$ cat config.mk
export PLATFORM = sky130hd
export DESIGN_NAME = round_robin_task_scheduler
export DESIGN_NICKNAME = d
export VERILOG_FILES = /design/src/rrts_pkg.sv /design/src/round_robin_task_scheduler.sv /design/src/rrts_controller.sv /design/src/rrts_datapath.sv
export VERILOG_INCLUDE_DIRS = /design/src /design/src/src
export SDC_FILE = /design/constraint.sdc
export NUM_CORES = 2
export LEC_CHECK = 0
export ABC_CLOCK_PERIOD_IN_PS = 9400
export BUFFER_PORTS_ARGS = -buffer_cell sky130_fd_sc_hd__buf_4
export CORE_AREA = 2 2 539 541
export CTS_BUF_LIST = sky130_fd_sc_hd__clkbuf_4 sky130_fd_sc_hd__clkbuf_8 sky130_fd_sc_hd__clkbuf_16
export DETAILED_ROUTE_END_ITERATION = 10
export DIE_AREA = 0 0 541 543
export SLEW_MARGIN = 20
export SYNTH_ARGS = -nofsm -noshare
export SYNTH_HDL_FRONTEND = slang
export SYNTH_SLANG_ARGS = --single-unit
$ cat constraint.sdc
create_clock -name clock -period 9.4 [get_ports clock]
set_clock_uncertainty 0.05 [all_clocks]
set_input_delay 0.94 -clock clock [delete_from_list [all_inputs] [get_ports clock]]
set_output_delay 0.94 -clock clock [all_outputs]
set_load 0.005 [all_outputs]
$ cat src/round_robin_task_scheduler_macros.svh
// Assertion macros shared by the scheduler modules.
`ifndef ROUND_ROBIN_TASK_SCHEDULER_MACROS_SVH
`define ROUND_ROBIN_TASK_SCHEDULER_MACROS_SVH

// Same-cycle implication.
`define RRTS_ASSERT_IMP(label, clk, rst, ante, cons) \
   label: assert property (@(posedge clk) disable iff (rst) (ante) |-> (cons)) \
      else $error("scheduler check failed");

// Next-cycle implication.
`define RRTS_ASSERT_NXT(label, clk, rst, ante, cons) \
   label: assert property (@(posedge clk) disable iff (rst) (ante) |=> (cons)) \
      else $error("scheduler check failed");

`endif

$ cat src/rrts_pkg.sv
package rrts_pkg;

   localparam int PID_W    = 11;
   localparam int PRIO_W   = 8;
   localparam int OP_W     = 3;
   localparam int ERR_W    = 3;
   localparam int TST_W    = 3;
   localparam int KIND_W   = 2;
   localparam int CSR_IDX_W = 1;
   localparam int SCAN_W   = 16;

   localparam logic [OP_W-1:0] OP_CREATE  = 3'd0;
   localparam logic [OP_W-1:0] OP_SCHED   = 3'd1;
   localparam logic [OP_W-1:0] OP_BLOCK   = 3'd2;
   localparam logic [OP_W-1:0] OP_UNBLOCK = 3'd3;
   localparam logic [OP_W-1:0] OP_YIELD   = 3'd4;
   localparam logic [OP_W-1:0] OP_EXIT    = 3'd5;
   localparam logic [OP_W-1:0] OP_QUERY   = 3'd6;

   localparam logic [ERR_W-1:0] ERR_OK          = 3'd0;
   localparam logic [ERR_W-1:0] ERR_NO_ID       = 3'd1;
   localparam logic [ERR_W-1:0] ERR_UNKNOWN     = 3'd2;
   localparam logic [ERR_W-1:0] ERR_NOT_BLOCKED = 3'd3;
   localparam logic [ERR_W-1:0] ERR_NOTHING     = 3'd4;

   localparam logic [TST_W-1:0] TS_RUN     = 3'd0;
   localparam logic [TST_W-1:0] TS_READY   = 3'd1;
   localparam logic [TST_W-1:0] TS_BLOCKED = 3'd2;
   localparam logic [TST_W-1:0] TS_HANGING = 3'd4;
   localparam logic [TST_W-1:0] TS_DIED    = 3'd5;
   localparam logic [TST_W-1:0] TS_ABSENT  = 3'd6;

   localparam logic [KIND_W-1:0] KIND_HANG  = 2'd2;
   localparam logic [KIND_W-1:0] KIND_EXTRA = 2'd3;

   localparam logic [CSR_IDX_W-1:0] CSR_PID_BASE = 1'b0;
   localparam logic [CSR_IDX_W-1:0] CSR_IDLE_PID = 1'b1;

   typedef enum logic [4:0] {
      CMD_NOP,
      CMD_CAPTURE,
      CMD_ERR_UNKNOWN,
      CMD_SCAN,
      CMD_CREATE,
      CMD_BLOCK,
      CMD_REQUEUE,
      CMD_RD_TGT,
      CMD_RD_IDLE,
      CMD_RD_HEAD,
      CMD_IDLE_WAKE,
      CMD_UNBLOCK,
      CMD_POP,
      CMD_SCHED_FAIL,
      CMD_EXIT,
      CMD_QUERY,
      CMD_LOAD_OUT
   } cmd_type;

   typedef struct packed {
      logic [OP_W-1:0] op;
      logic            cur_valid;
      logic            tgt_found;
      logic            idle_found;
      logic            count_zero;
      logic            scan_hit;
      logic            scan_last;
      logic            need;
      logic            rsp_busy;
   } dp_status_type;

endpackage

$ cat src/round_robin_task_scheduler.sv
// Channel  Handshake              Beat
// req      req_valid/req_ready    opcode, task_pid, priority_req, start_running,
//                                 block_kind, need_schedule
// rsp      rsp_valid/rsp_ready    error_code, result_pid, running_pid, previous_pid,
//                                 switched, task_status, task_priority, slice_left
// csr      csr_write_enable       csr_index, csr_data (no read-back)
//
// One request at a time: create scans the slots in chunks of 16 for the lowest free id.
// Each operation is a controller sequence around the link, status, priority and slice
// memories, which share one read address and whose reads are registered.
// Reset is synchronous; it clears the allocation and ready bits, so no clearing pass.
// A pending response does not stall intake; the next result waits in the last state.
module round_robin_task_scheduler import rrts_pkg::*; #(
   parameter int TASK_SLOTS = 64
) (
   input  logic                 clock,
   input  logic                 reset,
   input  logic                 csr_write_enable,
   input  logic [CSR_IDX_W-1:0] csr_index,
   input  logic [PID_W-1:0]     csr_data,
   input  logic                 req_valid,
   output logic                 req_ready,
   input  logic [OP_W-1:0]      req_opcode,
   input  logic [PID_W-1:0]     req_task_pid,
   input  logic [PRIO_W-1:0]    req_priority_req,
   input  logic                 req_start_running,
   input  logic [KIND_W-1:0]    req_block_kind,
   input  logic                 req_need_schedule,
   output logic                 rsp_valid,
   input  logic                 rsp_ready,
   output logic [ERR_W-1:0]     rsp_error_code,
   output logic [PID_W-1:0]     rsp_result_pid,
   output logic [PID_W-1:0]     rsp_running_pid,
   output logic [PID_W-1:0]     rsp_previous_pid,
   output logic                 rsp_switched,
   output logic [TST_W-1:0]     rsp_task_status,
   output logic [PRIO_W-1:0]    rsp_task_priority,
   output logic [PRIO_W-1:0]    rsp_slice_left
);

   cmd_type       cmd;
   dp_status_type status;

   rrts_controller u_ctrl (
      .clock     (clock),
      .reset     (reset),
      .req_valid (req_valid),
      .req_ready (req_ready),
      .cmd       (cmd),
      .status    (status)
   );

   rrts_datapath #(.TASK_SLOTS(TASK_SLOTS)) u_dp (
      .clock             (clock),
      .reset             (reset),
      .csr_write_enable  (csr_write_enable),
      .csr_index         (csr_index),
      .csr_data          (csr_data),
      .req_opcode        (req_opcode),
      .req_task_pid      (req_task_pid),
      .req_priority_req  (req_priority_req),
      .req_start_running (req_start_running),
      .req_block_kind    (req_block_kind),
      .req_need_schedule (req_need_schedule),
      .rsp_valid         (rsp_valid),
      .rsp_ready         (rsp_ready),
      .rsp_error_code    (rsp_error_code),
      .rsp_result_pid    (rsp_result_pid),
      .rsp_running_pid   (rsp_running_pid),
      .rsp_previous_pid  (rsp_previous_pid),
      .rsp_switched      (rsp_switched),
      .rsp_task_status   (rsp_task_status),
      .rsp_task_priority (rsp_task_priority),
      .rsp_slice_left    (rsp_slice_left),
      .cmd               (cmd),
      .status            (status)
   );

endmodule

$ cat src/rrts_controller.sv
`include "round_robin_task_scheduler_macros.svh"

module rrts_controller import rrts_pkg::*; (
   input  logic          clock,
   input  logic          reset,
   input  logic          req_valid,
   output logic          req_ready,
   output cmd_type       cmd,
   input  dp_status_type status
);

   typedef enum logic [15:0] {
      S_IDLE     = 16'h0001,
      S_DECODE   = 16'h0002,
      S_SCAN     = 16'h0004,
      S_CREATE   = 16'h0008,
      S_BLOCK    = 16'h0010,
      S_SCHED0   = 16'h0020,
      S_REQUEUE  = 16'h0040,
      S_IDLECHK  = 16'h0080,
      S_IDLEWAKE = 16'h0100,
      S_POPCHK   = 16'h0200,
      S_POP      = 16'h0400,
      S_UNBLOCK  = 16'h0800,
      S_EXIT     = 16'h1000,
      S_EXIT2    = 16'h2000,
      S_QUERY    = 16'h4000,
      S_FINISH   = 16'h8000
   } state_type;

   state_type state_ff, state_in;

   always_comb begin
      state_in  = state_ff;
      cmd       = CMD_NOP;
      req_ready = 1'b0;
      unique case (state_ff)
         S_IDLE: begin
            req_ready = 1'b1;
            if (req_valid) begin
               cmd      = CMD_CAPTURE;
               state_in = S_DECODE;
            end
         end
         S_DECODE: begin
            unique case (status.op)
               OP_CREATE: state_in = S_SCAN;
               OP_SCHED:  state_in = S_SCHED0;
               OP_BLOCK: begin
                  if (status.cur_valid) begin
                     state_in = S_BLOCK;
                  end else begin
                     cmd      = CMD_ERR_UNKNOWN;
                     state_in = S_FINISH;
                  end
               end
               OP_YIELD: state_in = status.cur_valid ? S_REQUEUE : S_IDLECHK;
               OP_UNBLOCK, OP_EXIT, OP_QUERY: begin
                  if (status.tgt_found) begin
                     cmd = CMD_RD_TGT;
                     if (status.op == OP_UNBLOCK) state_in = S_UNBLOCK;
                     else if (status.op == OP_EXIT) state_in = S_EXIT;
                     else state_in = S_QUERY;
                  end else begin
                     cmd      = CMD_ERR_UNKNOWN;
                     state_in = S_FINISH;
                  end
               end
               default: state_in = S_FINISH;
            endcase
         end
         S_SCAN: begin
            cmd = CMD_SCAN;
            if (status.scan_hit) state_in = S_CREATE;
            else if (status.scan_last) state_in = S_FINISH;
         end
         S_CREATE: begin
            cmd      = CMD_CREATE;
            state_in = S_FINISH;
         end
         S_BLOCK: begin
            cmd      = CMD_BLOCK;
            state_in = S_IDLECHK;
         end
         S_SCHED0: state_in = status.cur_valid ? S_REQUEUE : S_IDLECHK;
         S_REQUEUE: begin
            cmd      = CMD_REQUEUE;
            state_in = S_IDLECHK;
         end
         S_IDLECHK: begin
            if (!status.count_zero) begin
               cmd      = CMD_RD_HEAD;
               state_in = S_POP;
            end else if (status.idle_found) begin
               cmd      = CMD_RD_IDLE;
               state_in = S_IDLEWAKE;
            end else begin
               cmd      = CMD_SCHED_FAIL;
               state_in = S_FINISH;
            end
         end
         S_IDLEWAKE: begin
            cmd      = CMD_IDLE_WAKE;
            state_in = S_POPCHK;
         end
         S_POPCHK: begin
            if (status.count_zero) begin
               cmd      = CMD_SCHED_FAIL;
               state_in = S_FINISH;
            end else begin
               cmd      = CMD_RD_HEAD;
               state_in = S_POP;
            end
         end
         S_POP: begin
            cmd      = CMD_POP;
            state_in = S_FINISH;
         end
         S_UNBLOCK: begin
            cmd      = CMD_UNBLOCK;
            state_in = S_FINISH;
         end
         S_EXIT: begin
            cmd      = CMD_EXIT;
            state_in = S_EXIT2;
         end
         S_EXIT2: state_in = status.need ? S_SCHED0 : S_FINISH;
         S_QUERY: begin
            cmd      = CMD_QUERY;
            state_in = S_FINISH;
         end
         S_FINISH: begin
            // hold until the output register is free
            if (!status.rsp_busy) begin
               cmd      = CMD_LOAD_OUT;
               state_in = S_IDLE;
            end
         end
         default: state_in = S_IDLE;
      endcase
   end

   always_ff @(posedge clock) begin
      if (reset) state_ff <= S_IDLE;
      else state_ff <= state_in;
   end

   `RRTS_ASSERT_NXT(a_finish_ret, clock, reset, state_ff == S_FINISH && !status.rsp_busy, state_ff == S_IDLE)
   `RRTS_ASSERT_NXT(a_pop_done, clock, reset, state_ff == S_POP, state_ff == S_FINISH)
   `RRTS_ASSERT_NXT(a_scan_stay, clock, reset, state_ff == S_SCAN && !status.scan_hit && !status.scan_last, state_ff == S_SCAN)

endmodule

$ cat src/rrts_datapath.sv
`include "round_robin_task_scheduler_macros.svh"

module rrts_datapath import rrts_pkg::*; #(
   parameter int TASK_SLOTS = 64
) (
   input  logic                 clock,
   input  logic                 reset,
   input  logic                 csr_write_enable,
   input  logic [CSR_IDX_W-1:0] csr_index,
   input  logic [PID_W-1:0]     csr_data,
   input  logic [OP_W-1:0]      req_opcode,
   input  logic [PID_W-1:0]     req_task_pid,
   input  logic [PRIO_W-1:0]    req_priority_req,
   input  logic                 req_start_running,
   input  logic [KIND_W-1:0]    req_block_kind,
   input  logic                 req_need_schedule,
   output logic                 rsp_valid,
   input  logic                 rsp_ready,
   output logic [ERR_W-1:0]     rsp_error_code,
   output logic [PID_W-1:0]     rsp_result_pid,
   output logic [PID_W-1:0]     rsp_running_pid,
   output logic [PID_W-1:0]     rsp_previous_pid,
   output logic                 rsp_switched,
   output logic [TST_W-1:0]     rsp_task_status,
   output logic [PRIO_W-1:0]    rsp_task_priority,
   output logic [PRIO_W-1:0]    rsp_slice_left,
   input  cmd_type              cmd,
   output dp_status_type        status
);

   localparam int SW  = $clog2(TASK_SLOTS);
   localparam int CW  = $clog2(TASK_SLOTS + 1);
   localparam int NCH = (TASK_SLOTS + SCAN_W - 1) / SCAN_W;
   localparam int SCW = (NCH > 1) ? $clog2(NCH) : 1;
   localparam int FW  = SCW + $clog2(SCAN_W);

   logic [PID_W-1:0]      pid_base_ff, pid_base_in, idle_pid_ff, idle_pid_in;
   logic [OP_W-1:0]       op_ff, op_in;
   logic [PID_W-1:0]      tpid_ff, tpid_in;
   logic [PRIO_W-1:0]     prio_req_ff, prio_req_in;
   logic                  start_ff, start_in, need_ff, need_in;
   logic [KIND_W-1:0]     kind_ff, kind_in;
   logic [TASK_SLOTS-1:0] in_use_ff, in_use_in, in_ready_ff, in_ready_in;
   logic [SW-1:0]         head_ff, head_in, tail_ff, tail_in, cur_ff, cur_in;
   logic [CW-1:0]         count_ff, count_in;
   logic                  cv_ff, cv_in;
   logic [PRIO_W-1:0]     cur_prio_ff, cur_prio_in, cur_slice_ff, cur_slice_in;
   logic [SCW-1:0]        scan_ff, scan_in;
   logic [SW-1:0]         free_ff, free_in;
   logic [ERR_W-1:0]      err_ff, err_in;
   logic [PID_W-1:0]      rpid_ff, rpid_in, prev_ff, prev_in;
   logic                  sw_ff, sw_in;
   logic [TST_W-1:0]      qst_ff, qst_in;
   logic [PRIO_W-1:0]     qpri_ff, qpri_in;

   logic                  rsp_valid_ff, rsp_valid_in;
   logic [ERR_W-1:0]      o_err_ff, o_err_in;
   logic [PID_W-1:0]      o_rpid_ff, o_rpid_in, o_run_ff, o_run_in, o_prev_ff, o_prev_in;
   logic                  o_sw_ff, o_sw_in;
   logic [TST_W-1:0]      o_qst_ff, o_qst_in;
   logic [PRIO_W-1:0]     o_qpri_ff, o_qpri_in, o_slice_ff, o_slice_in;

   logic [TST_W-1:0]  status_mem [TASK_SLOTS];
   logic [PRIO_W-1:0] prio_mem   [TASK_SLOTS];
   logic [PRIO_W-1:0] slice_mem  [TASK_SLOTS];
   logic [SW-1:0]     next_mem   [TASK_SLOTS];
   logic [SW-1:0]     prev_mem   [TASK_SLOTS];

   logic [TST_W-1:0]  rd_status_ff;
   logic [PRIO_W-1:0] rd_prio_ff, rd_slice_ff;
   logic [SW-1:0]     rd_next_ff, rd_prev_ff;
   logic              rd_en;
   logic [SW-1:0]     rd_addr;

   logic              st_we, pr_we, sl_we, nx_we, pv_we;
   logic [SW-1:0]     st_wa, pr_wa, sl_wa, nx_wa, pv_wa;
   logic [TST_W-1:0]  st_wd;
   logic [PRIO_W-1:0] pr_wd, sl_wd;
   logic [SW-1:0]     nx_wd, pv_wd;

   logic              app_en, push_en, rem_en;
   logic [SW-1:0]     ls;

   logic [PID_W-1:0]  tgt_diff, idle_diff;
   logic [SW-1:0]     tgt_slot, idle_slot;
   logic              tgt_found, idle_found, rd_blocked;

   logic [NCH*SCAN_W-1:0] free_pad;
   logic [SCAN_W-1:0]     chunk;
   logic [FW-SCW-1:0]     chunk_bit;
   logic                  scan_hit;
   logic [FW-1:0]         scan_wide;
   logic [KIND_W-1:0]     kind_sat;

   function automatic logic [PID_W-1:0] slot_pid(input logic [SW-1:0] s,
                                                 input logic [PID_W-1:0] base);
      return {{(PID_W-SW){1'b0}}, s} + base;
   endfunction

   assign tgt_diff   = tpid_ff - pid_base_ff;
   assign idle_diff  = idle_pid_ff - pid_base_ff;
   assign tgt_slot   = tgt_diff[SW-1:0];
   assign idle_slot  = idle_diff[SW-1:0];
   assign tgt_found  = (tgt_diff < PID_W'(TASK_SLOTS)) && in_use_ff[tgt_slot];
   assign idle_found = (idle_diff < PID_W'(TASK_SLOTS)) && in_use_ff[idle_slot];
   assign rd_blocked = (rd_status_ff >= TS_BLOCKED) && (rd_status_ff <= TS_HANGING);
   assign kind_sat   = (kind_ff == KIND_EXTRA) ? KIND_HANG : kind_ff;

   for (genvar g = 0; g < NCH * SCAN_W; g++) begin : g_pad
      if (g < TASK_SLOTS) begin : g_real
         assign free_pad[g] = ~in_use_ff[g];
      end else begin : g_fill
         assign free_pad[g] = 1'b0;
      end
   end

   assign chunk    = free_pad[scan_ff*SCAN_W +: SCAN_W];
   assign scan_hit = |chunk;

   always_comb begin
      chunk_bit = '0;
      for (int b = SCAN_W - 1; b >= 0; b--) begin
         if (chunk[b]) chunk_bit = (FW-SCW)'(b);
      end
   end

   assign scan_wide = {scan_ff, chunk_bit};

   always_comb begin
      pid_base_in  = pid_base_ff;
      idle_pid_in  = idle_pid_ff;
      op_in        = op_ff;
      tpid_in      = tpid_ff;
      prio_req_in  = prio_req_ff;
      start_in     = start_ff;
      need_in      = need_ff;
      kind_in      = kind_ff;
      in_use_in    = in_use_ff;
      in_ready_in  = in_ready_ff;
      head_in      = head_ff;
      tail_in      = tail_ff;
      cur_in       = cur_ff;
      count_in     = count_ff;
      cv_in        = cv_ff;
      cur_prio_in  = cur_prio_ff;
      cur_slice_in = cur_slice_ff;
      scan_in      = scan_ff;
      free_in      = free_ff;
      err_in       = err_ff;
      rpid_in      = rpid_ff;
      prev_in      = prev_ff;
      sw_in        = sw_ff;
      qst_in       = qst_ff;
      qpri_in      = qpri_ff;
      rsp_valid_in = rsp_valid_ff;
      o_err_in     = o_err_ff;
      o_rpid_in    = o_rpid_ff;
      o_run_in     = o_run_ff;
      o_prev_in    = o_prev_ff;
      o_sw_in      = o_sw_ff;
      o_qst_in     = o_qst_ff;
      o_qpri_in    = o_qpri_ff;
      o_slice_in   = o_slice_ff;
      rd_en = 1'b0;  rd_addr = head_ff;
      st_we = 1'b0;  st_wa = cur_ff;  st_wd = TS_READY;
      pr_we = 1'b0;  pr_wa = free_ff; pr_wd = prio_req_ff;
      sl_we = 1'b0;  sl_wa = free_ff; sl_wd = prio_req_ff;
      nx_we = 1'b0;  nx_wa = tail_ff; nx_wd = cur_ff;
      pv_we = 1'b0;  pv_wa = cur_ff;  pv_wd = tail_ff;
      app_en = 1'b0; push_en = 1'b0; rem_en = 1'b0; ls = cur_ff;

      if (csr_write_enable) begin
         case (csr_index)
            CSR_PID_BASE: pid_base_in = csr_data;
            CSR_IDLE_PID: idle_pid_in = csr_data;
            default: ;
         endcase
      end

      // drop the result once it has been taken
      if (rsp_valid_ff && rsp_ready) rsp_valid_in = 1'b0;

      unique case (cmd)
         CMD_CAPTURE: begin
            op_in       = req_opcode;
            tpid_in     = req_task_pid;
            prio_req_in = req_priority_req;
            start_in    = req_start_running;
            kind_in     = req_block_kind;
            need_in     = req_need_schedule;
            err_in      = ERR_OK;
            rpid_in     = (req_opcode == OP_QUERY) ? req_task_pid : '0;
            sw_in       = 1'b0;
            qst_in      = '0;
            qpri_in     = '0;
            prev_in     = cv_ff ? slot_pid(cur_ff, pid_base_ff) : '0;
            scan_in     = '0;
         end
         CMD_ERR_UNKNOWN: begin
            err_in = ERR_UNKNOWN;
            if (op_ff == OP_QUERY) qst_in = TS_ABSENT;
         end
         CMD_SCAN: begin
            if (scan_hit) begin
               free_in = scan_wide[SW-1:0];
            end else begin
               scan_in = scan_ff + SCW'(1);
               if (scan_ff == SCW'(NCH - 1)) err_in = ERR_NO_ID;
            end
         end
         CMD_CREATE: begin
            in_use_in[free_ff] = 1'b1;
            pr_we   = 1'b1;
            sl_we   = 1'b1;
            rpid_in = slot_pid(free_ff, pid_base_ff);
            st_we   = 1'b1;
            st_wa   = free_ff;
            if (start_ff && !cv_ff) begin
               st_wd        = TS_RUN;
               cur_in       = free_ff;
               cv_in        = 1'b1;
               cur_prio_in  = prio_req_ff;
               cur_slice_in = prio_req_ff;
            end else begin
               st_wd  = TS_READY;
               app_en = 1'b1;
               ls     = free_ff;
            end
         end
         CMD_BLOCK: begin
            st_we = 1'b1;
            st_wa = cur_ff;
            st_wd = TS_BLOCKED + TST_W'(kind_sat);
         end
         CMD_REQUEUE: begin
            st_we = 1'b1;
            st_wa = cur_ff;
            st_wd = TS_READY;
            // a yield keeps the slice it has left
            if (op_ff != OP_YIELD) begin
               sl_we = 1'b1;
               sl_wa = cur_ff;
               sl_wd = cur_prio_ff;
            end
            app_en = 1'b1;
            ls     = cur_ff;
         end
         CMD_RD_TGT: begin
            rd_en   = 1'b1;
            rd_addr = tgt_slot;
         end
         CMD_RD_IDLE: begin
            rd_en   = 1'b1;
            rd_addr = idle_slot;
         end
         CMD_RD_HEAD: begin
            rd_en   = 1'b1;
            rd_addr = head_ff;
         end
         CMD_IDLE_WAKE: begin
            if (rd_blocked) begin
               push_en = 1'b1;
               ls      = idle_slot;
               st_we   = 1'b1;
               st_wa   = idle_slot;
               st_wd   = TS_READY;
            end
         end
         CMD_UNBLOCK: begin
            if (rd_blocked) begin
               push_en = 1'b1;
               ls      = tgt_slot;
               st_we   = 1'b1;
               st_wa   = tgt_slot;
               st_wd   = TS_READY;
            end else begin
               err_in = ERR_NOT_BLOCKED;
            end
         end
         CMD_POP: begin
            rem_en       = 1'b1;
            ls           = head_ff;
            st_we        = 1'b1;
            st_wa        = head_ff;
            st_wd        = TS_RUN;
            cur_in       = head_ff;
            cv_in        = 1'b1;
            cur_prio_in  = rd_prio_ff;
            cur_slice_in = rd_slice_ff;
            sw_in        = !cv_ff || (cur_ff != head_ff);
            err_in       = ERR_OK;
         end
         CMD_SCHED_FAIL: begin
            err_in = ERR_NOTHING;
            cv_in  = 1'b0;
            sw_in  = cv_ff;
         end
         CMD_EXIT: begin
            if (in_ready_ff[tgt_slot]) begin
               rem_en = 1'b1;
               ls     = tgt_slot;
            end
            st_we = 1'b1;
            st_wa = tgt_slot;
            st_wd = TS_DIED;
            in_use_in[tgt_slot] = 1'b0;
            if (cv_ff && cur_ff == tgt_slot) cv_in = 1'b0;
         end
         CMD_QUERY: begin
            qst_in  = rd_status_ff;
            qpri_in = rd_prio_ff;
         end
         CMD_LOAD_OUT: begin
            rsp_valid_in = 1'b1;
            o_err_in     = err_ff;
            o_rpid_in    = rpid_ff;
            o_run_in     = cv_ff ? slot_pid(cur_ff, pid_base_ff) : '0;
            o_prev_in    = prev_ff;
            o_sw_in      = sw_ff;
            o_qst_in     = qst_ff;
            o_qpri_in    = qpri_ff;
            o_slice_in   = cv_ff ? cur_slice_ff : '0;
         end
         default: ;
      endcase

      if (app_en) begin
         if (count_ff == '0) begin
            head_in = ls;
         end else begin
            nx_we = 1'b1; nx_wa = tail_ff; nx_wd = ls;
            pv_we = 1'b1; pv_wa = ls;      pv_wd = tail_ff;
         end
         tail_in         = ls;
         in_ready_in[ls] = 1'b1;
         count_in        = count_ff + CW'(1);
      end
      if (push_en) begin
         if (count_ff == '0) begin
            tail_in = ls;
         end else begin
            pv_we = 1'b1; pv_wa = head_ff; pv_wd = ls;
            nx_we = 1'b1; nx_wa = ls;      nx_wd = head_ff;
         end
         head_in         = ls;
         in_ready_in[ls] = 1'b1;
         count_in        = count_ff + CW'(1);
      end
      if (rem_en) begin
         // unlink using the links read in the previous cycle
         if (ls == head_ff) begin
            head_in = rd_next_ff;
         end else begin
            nx_we = 1'b1; nx_wa = rd_prev_ff; nx_wd = rd_next_ff;
         end
         if (ls == tail_ff) begin
            tail_in = rd_prev_ff;
         end else begin
            pv_we = 1'b1; pv_wa = rd_next_ff; pv_wd = rd_prev_ff;
         end
         in_ready_in[ls] = 1'b0;
         count_in        = count_ff - CW'(1);
      end
   end

   always_ff @(posedge clock) begin
      if (st_we) status_mem[st_wa] <= st_wd;
      if (pr_we) prio_mem[pr_wa]   <= pr_wd;
      if (sl_we) slice_mem[sl_wa]  <= sl_wd;
      if (nx_we) next_mem[nx_wa]   <= nx_wd;
      if (pv_we) prev_mem[pv_wa]   <= pv_wd;
      if (rd_en) begin
         rd_status_ff <= status_mem[rd_addr];
         rd_prio_ff   <= prio_mem[rd_addr];
         rd_slice_ff  <= slice_mem[rd_addr];
         rd_next_ff   <= next_mem[rd_addr];
         rd_prev_ff   <= prev_mem[rd_addr];
      end
   end

   always_ff @(posedge clock) begin
      if (reset) begin
         pid_base_ff  <= PID_W'(1);
         idle_pid_ff  <= PID_W'(3);
         in_use_ff    <= '0;
         in_ready_ff  <= '0;
         head_ff      <= '0;
         tail_ff      <= '0;
         cur_ff       <= '0;
         count_ff     <= '0;
         cv_ff        <= 1'b0;
         rsp_valid_ff <= 1'b0;
      end else begin
         pid_base_ff  <= pid_base_in;
         idle_pid_ff  <= idle_pid_in;
         in_use_ff    <= in_use_in;
         in_ready_ff  <= in_ready_in;
         head_ff      <= head_in;
         tail_ff      <= tail_in;
         cur_ff       <= cur_in;
         count_ff     <= count_in;
         cv_ff        <= cv_in;
         rsp_valid_ff <= rsp_valid_in;
      end
   end

   always_ff @(posedge clock) begin
      op_ff        <= op_in;
      tpid_ff      <= tpid_in;
      prio_req_ff  <= prio_req_in;
      start_ff     <= start_in;
      need_ff      <= need_in;
      kind_ff      <= kind_in;
      cur_prio_ff  <= cur_prio_in;
      cur_slice_ff <= cur_slice_in;
      scan_ff      <= scan_in;
      free_ff      <= free_in;
      err_ff       <= err_in;
      rpid_ff      <= rpid_in;
      prev_ff      <= prev_in;
      sw_ff        <= sw_in;
      qst_ff       <= qst_in;
      qpri_ff      <= qpri_in;
      o_err_ff     <= o_err_in;
      o_rpid_ff    <= o_rpid_in;
      o_run_ff     <= o_run_in;
      o_prev_ff    <= o_prev_in;
      o_sw_ff      <= o_sw_in;
      o_qst_ff     <= o_qst_in;
      o_qpri_ff    <= o_qpri_in;
      o_slice_ff   <= o_slice_in;
   end

   assign status.op         = op_ff;
   assign status.cur_valid  = cv_ff;
   assign status.tgt_found  = tgt_found;
   assign status.idle_found = idle_found;
   assign status.count_zero = (count_ff == '0);
   assign status.scan_hit   = scan_hit;
   assign status.scan_last  = (scan_ff == SCW'(NCH - 1));
   assign status.need       = need_ff;
   assign status.rsp_busy   = rsp_valid_ff && !rsp_ready;

   assign rsp_valid         = rsp_valid_ff;
   assign rsp_error_code    = o_err_ff;
   assign rsp_result_pid    = o_rpid_ff;
   assign rsp_running_pid   = o_run_ff;
   assign rsp_previous_pid  = o_prev_ff;
   assign rsp_switched      = o_sw_ff;
   assign rsp_task_status   = o_qst_ff;
   assign rsp_task_priority = o_qpri_ff;
   assign rsp_slice_left    = o_slice_ff;

   `RRTS_ASSERT_IMP(a_empty_no_ready, clock, reset, count_ff == '0, in_ready_ff == '0)
   `RRTS_ASSERT_IMP(a_cur_in_use, clock, reset, cv_ff, in_use_ff[cur_ff])
   `RRTS_ASSERT_NXT(a_load_valid, clock, reset, cmd == CMD_LOAD_OUT, rsp_valid_ff)

endmodule
==> flow_metrics.tcl <==
set metrics [dict create \
    status "complete, no violations" \
    final_hold_viol_count 0 \
    grt_overflow 0 \
    pin_count 101 \
    cts.sinks 2351 \
    grt_max_degree 179 \
    fin_tns_setup_ns 0 \
    cts_resized 0 \
    ys_warn_count 0 \
    post_drt_via_cell_ratio 5.550 \
    wl_per_cell_microns 24.19 \
    syn_avg_cell_area_sq_um 12.26 \
    synth.distinct_cells 102 \
    synth_top_family_by_area "simple AND/OR/NAND/NOR gates" \
    synthSimpleGateAreaFrac 0.1538 \
    tightestPinTransition_ns 1.219 \
    rows 197 \
    place_inst 11670 \
    final_cell_mix "2158 x edfxtp_1, 1771 x nand2_1, 723 x nand3_1" \
    hold_start "req_priority_req[6]" \
    cts_max_level 4 \
    yosysSeqAreaShare 0.6832 \
    synth_edf_count 2158 \
    synthTopCellsByArea "edfxtp_1 64%, nand2_1 6.7%, dfxtp_1 3.8%" \
    synth-main-ff-cell "edfxtp_1" \
    muxShareOfSynthArea 0.04507 \
    final_core_util 0.3914 \
    netlist.area_leader.share 0.6448 \
    cp_data_arrival_time_ns 8.03 \
    cts_hold_buf 0 \
    vias 67090 \
    worstSetupStartpoint "u_dp.pid_base_ff[0]$_SDFFE_PP1P_" \
    maxSlewHeadroom 0.1821 \
    die_x_microns 541 \
    clkSlewWorstSetupHoldPaths_ns 0.06 \
    cp_max_fo 74 \
    grtUsageTotal 0.1936 \
    dr.pass1.iters 8 \
    synth_compound_area_frac 0.07924 \
    cts_root_buffer "clkbuf_16" \
    grt_pass1_wl_microns 430600 \
    fin_nets 8201 \
    areaGrowthSynthToFinish_pct 11.93 \
    routed_wirelength_microns 292400 \
    finalCritPeriodShare 0.7936 \
    clk_latency_ns 0.89 \
    synthArstFlopShare 0 \
    final_common_cell "edfxtp_1" \
    yosysTopAreaCell "edfxtp_1" \
    cp.required_ns 9.97 \
    start_util 0.3497 \
    synth-xor-area-share 0.005042 \
    max_freq_mhz 134.0 \
    dieArea_sq_um 293800 \
    end_kind "flip-flop" \
    leakagePower_nw 39.54 \
    drtIter0Drc 8137 \
    hpwl_microns 184800 \
    path_class "flip-flop to flip-flop" \
    die-height_microns 543 \
    cp-start-kind "flip-flop" \
    syn-instance-count 8196 \
    synthesis.nets 8282 \
    io_buffers 100 \
    core-area_sq_um 287400 \
    r2r_start "u_dp.pid_base_ff[0]$_SDFFE_PP1P_" \
    hold_path_class "primary input to flip-flop" \
    period_minus_slack_ns 7.460 \
    antenna_found_initial 11 \
    drive_above_1_share 0.09152 \
    slew_viol_final 0 \
    syn_area_sq_um 100500 \
    pwr_density_cell_nw_per_um2 187.7 \
    cts_tree "built" \
    setup_violations 0 \
    synthAdderAreaFrac 0.005826 \
    drt.antenna.violating_nets 0 \
    drc 0 \
    place.gp.congestion 0.9199 \
    cts_setup_buffers 0 \
    rsz0062_at_grt "no" \
    synth_seq_cells 2351 \
    clockBufferDepth 3 \
    peakVddDrop_uv 183.2 \
    grt_pass1_vias 64380 \
    cap_violations 0 \
    cts_buffers 226 \
    final_cells 12090 \
]
==> critical path: stages (launching register included) <==
cell and delay, ns:
dfxtp_1 0.42, ha_2 0.23, inv_1 0.06, fa_2 0.42, xor2_4 0.71, buf_4 0.40
mux4_2 0.53, mux2_2 0.29, nor4_2 0.29, or4_1 0.29, or3_1 0.22, o211a_4 0.71
buf_12 0.39, mux2i_1 0.81, o311ai_2 0.33, a311oi_1 0.55, or4_1 0.28, o2bb2ai_1 0.08
==> registers in the layout, indices dropped and copies added (netlist names), 16 cells and up <==
register	flops
u_dp.prio_mem	512
u_dp.prev_mem	384
u_dp.in_ready_ff	64
u_ctrl.state_ff	16
u_dp.next_mem	384
u_dp.status_mem	192
u_dp.slice_mem	512
u_dp.in_use_ff	64
==> kinds of logic after synthesis <==
kind of cell,count (synthesis)
AO/OA/AOI/OAI,1172
multiplexers,379
AND/OR/NAND/NOR,3552
adder cells (fa/ha/maj),44
XOR/XNOR,57
buffers and inverters,641
flip-flops,2351
==> worst paths after layout <==
check / end / slack, ns / cells past startpoint
worst max-delay path: u_dp.rd_slice_ff[6]$_DFFE_PP_ / 1.94 / 17
worst min-delay path: u_dp.pr_wd[6]$_DFFE_PP_ / 0.17 / 1
worst max register to register: u_dp.rd_slice_ff[6]$_DFFE_PP_ / 1.94 / 17
worst min register to register: u_dp.rsp_result_pid[3]$_DFFE_PP_ / 0.37 / 0
==> where the power goes <==
part	leakage, nW	switching (mW)	internal (mW)	total (mW)
clock network	3.65	3.95	5.09	9.04
logic	14.5	0.472	0.180	0.652
registers	21.4	0.0230	11.4	11.4
==> stage by stage <==
stage	power (mW)	instance area (sq um)	setup WS, ns	hold slack (ns)
global placement	12.27	105000	1.804	0.3539
finish	21.12	112500	1.940	0.1743
floorplan	12.04	100500	1.969	0.3503
global route	21.66	112500	1.405	0.1278
CTS	21.23	112400	2.023	0.1064
detailed placement	12.28	105000	2.061	0.3545
==> synth_stat cells (57+ instances only) <==
| cell | number |
|---|---|
| edfxtp_1 | 2158 |
| nand2_1 | 1783 |
| nand3_1 | 727 |
| nor2_1 | 608 |
| a21oi_1 | 368 |
| mux2i_1 | 308 |
| clkbuf_1 | 279 |
| o21ai_0 | 194 |
| dfxtp_1 | 193 |
| buf_2 | 174 |
| inv_1 | 105 |
| o2111ai_1 | 101 |
| and3_1 | 90 |
| a211oi_1 | 79 |
| a311oi_1 | 63 |
| mux4_2 | 57 |
==> per-layer routing <==
metal,up-vias,GRT usage,share of wire
li1,30090,-,-
met1,33330,0.2665,0.42
met2,3107,0.3041,0.46
met3,557,0.03706,0.084
met4,8,0.06978,0.036
met5,-,0,0.00016
==> area by class of cell <==
class	count	area, sq um
Timing Repair Buffer	226	1907
Multi-Input combinational cell	5204	29410
Sequential cell	2351	68670
Clock buffer	274	6040
Antenna cell	4	10.01
Inverter	106	397.9
Clock inverter	143	1330
Fill cell	26940	174900
Tap cell	3781	4731
Power figures use the tool's default switching activity.
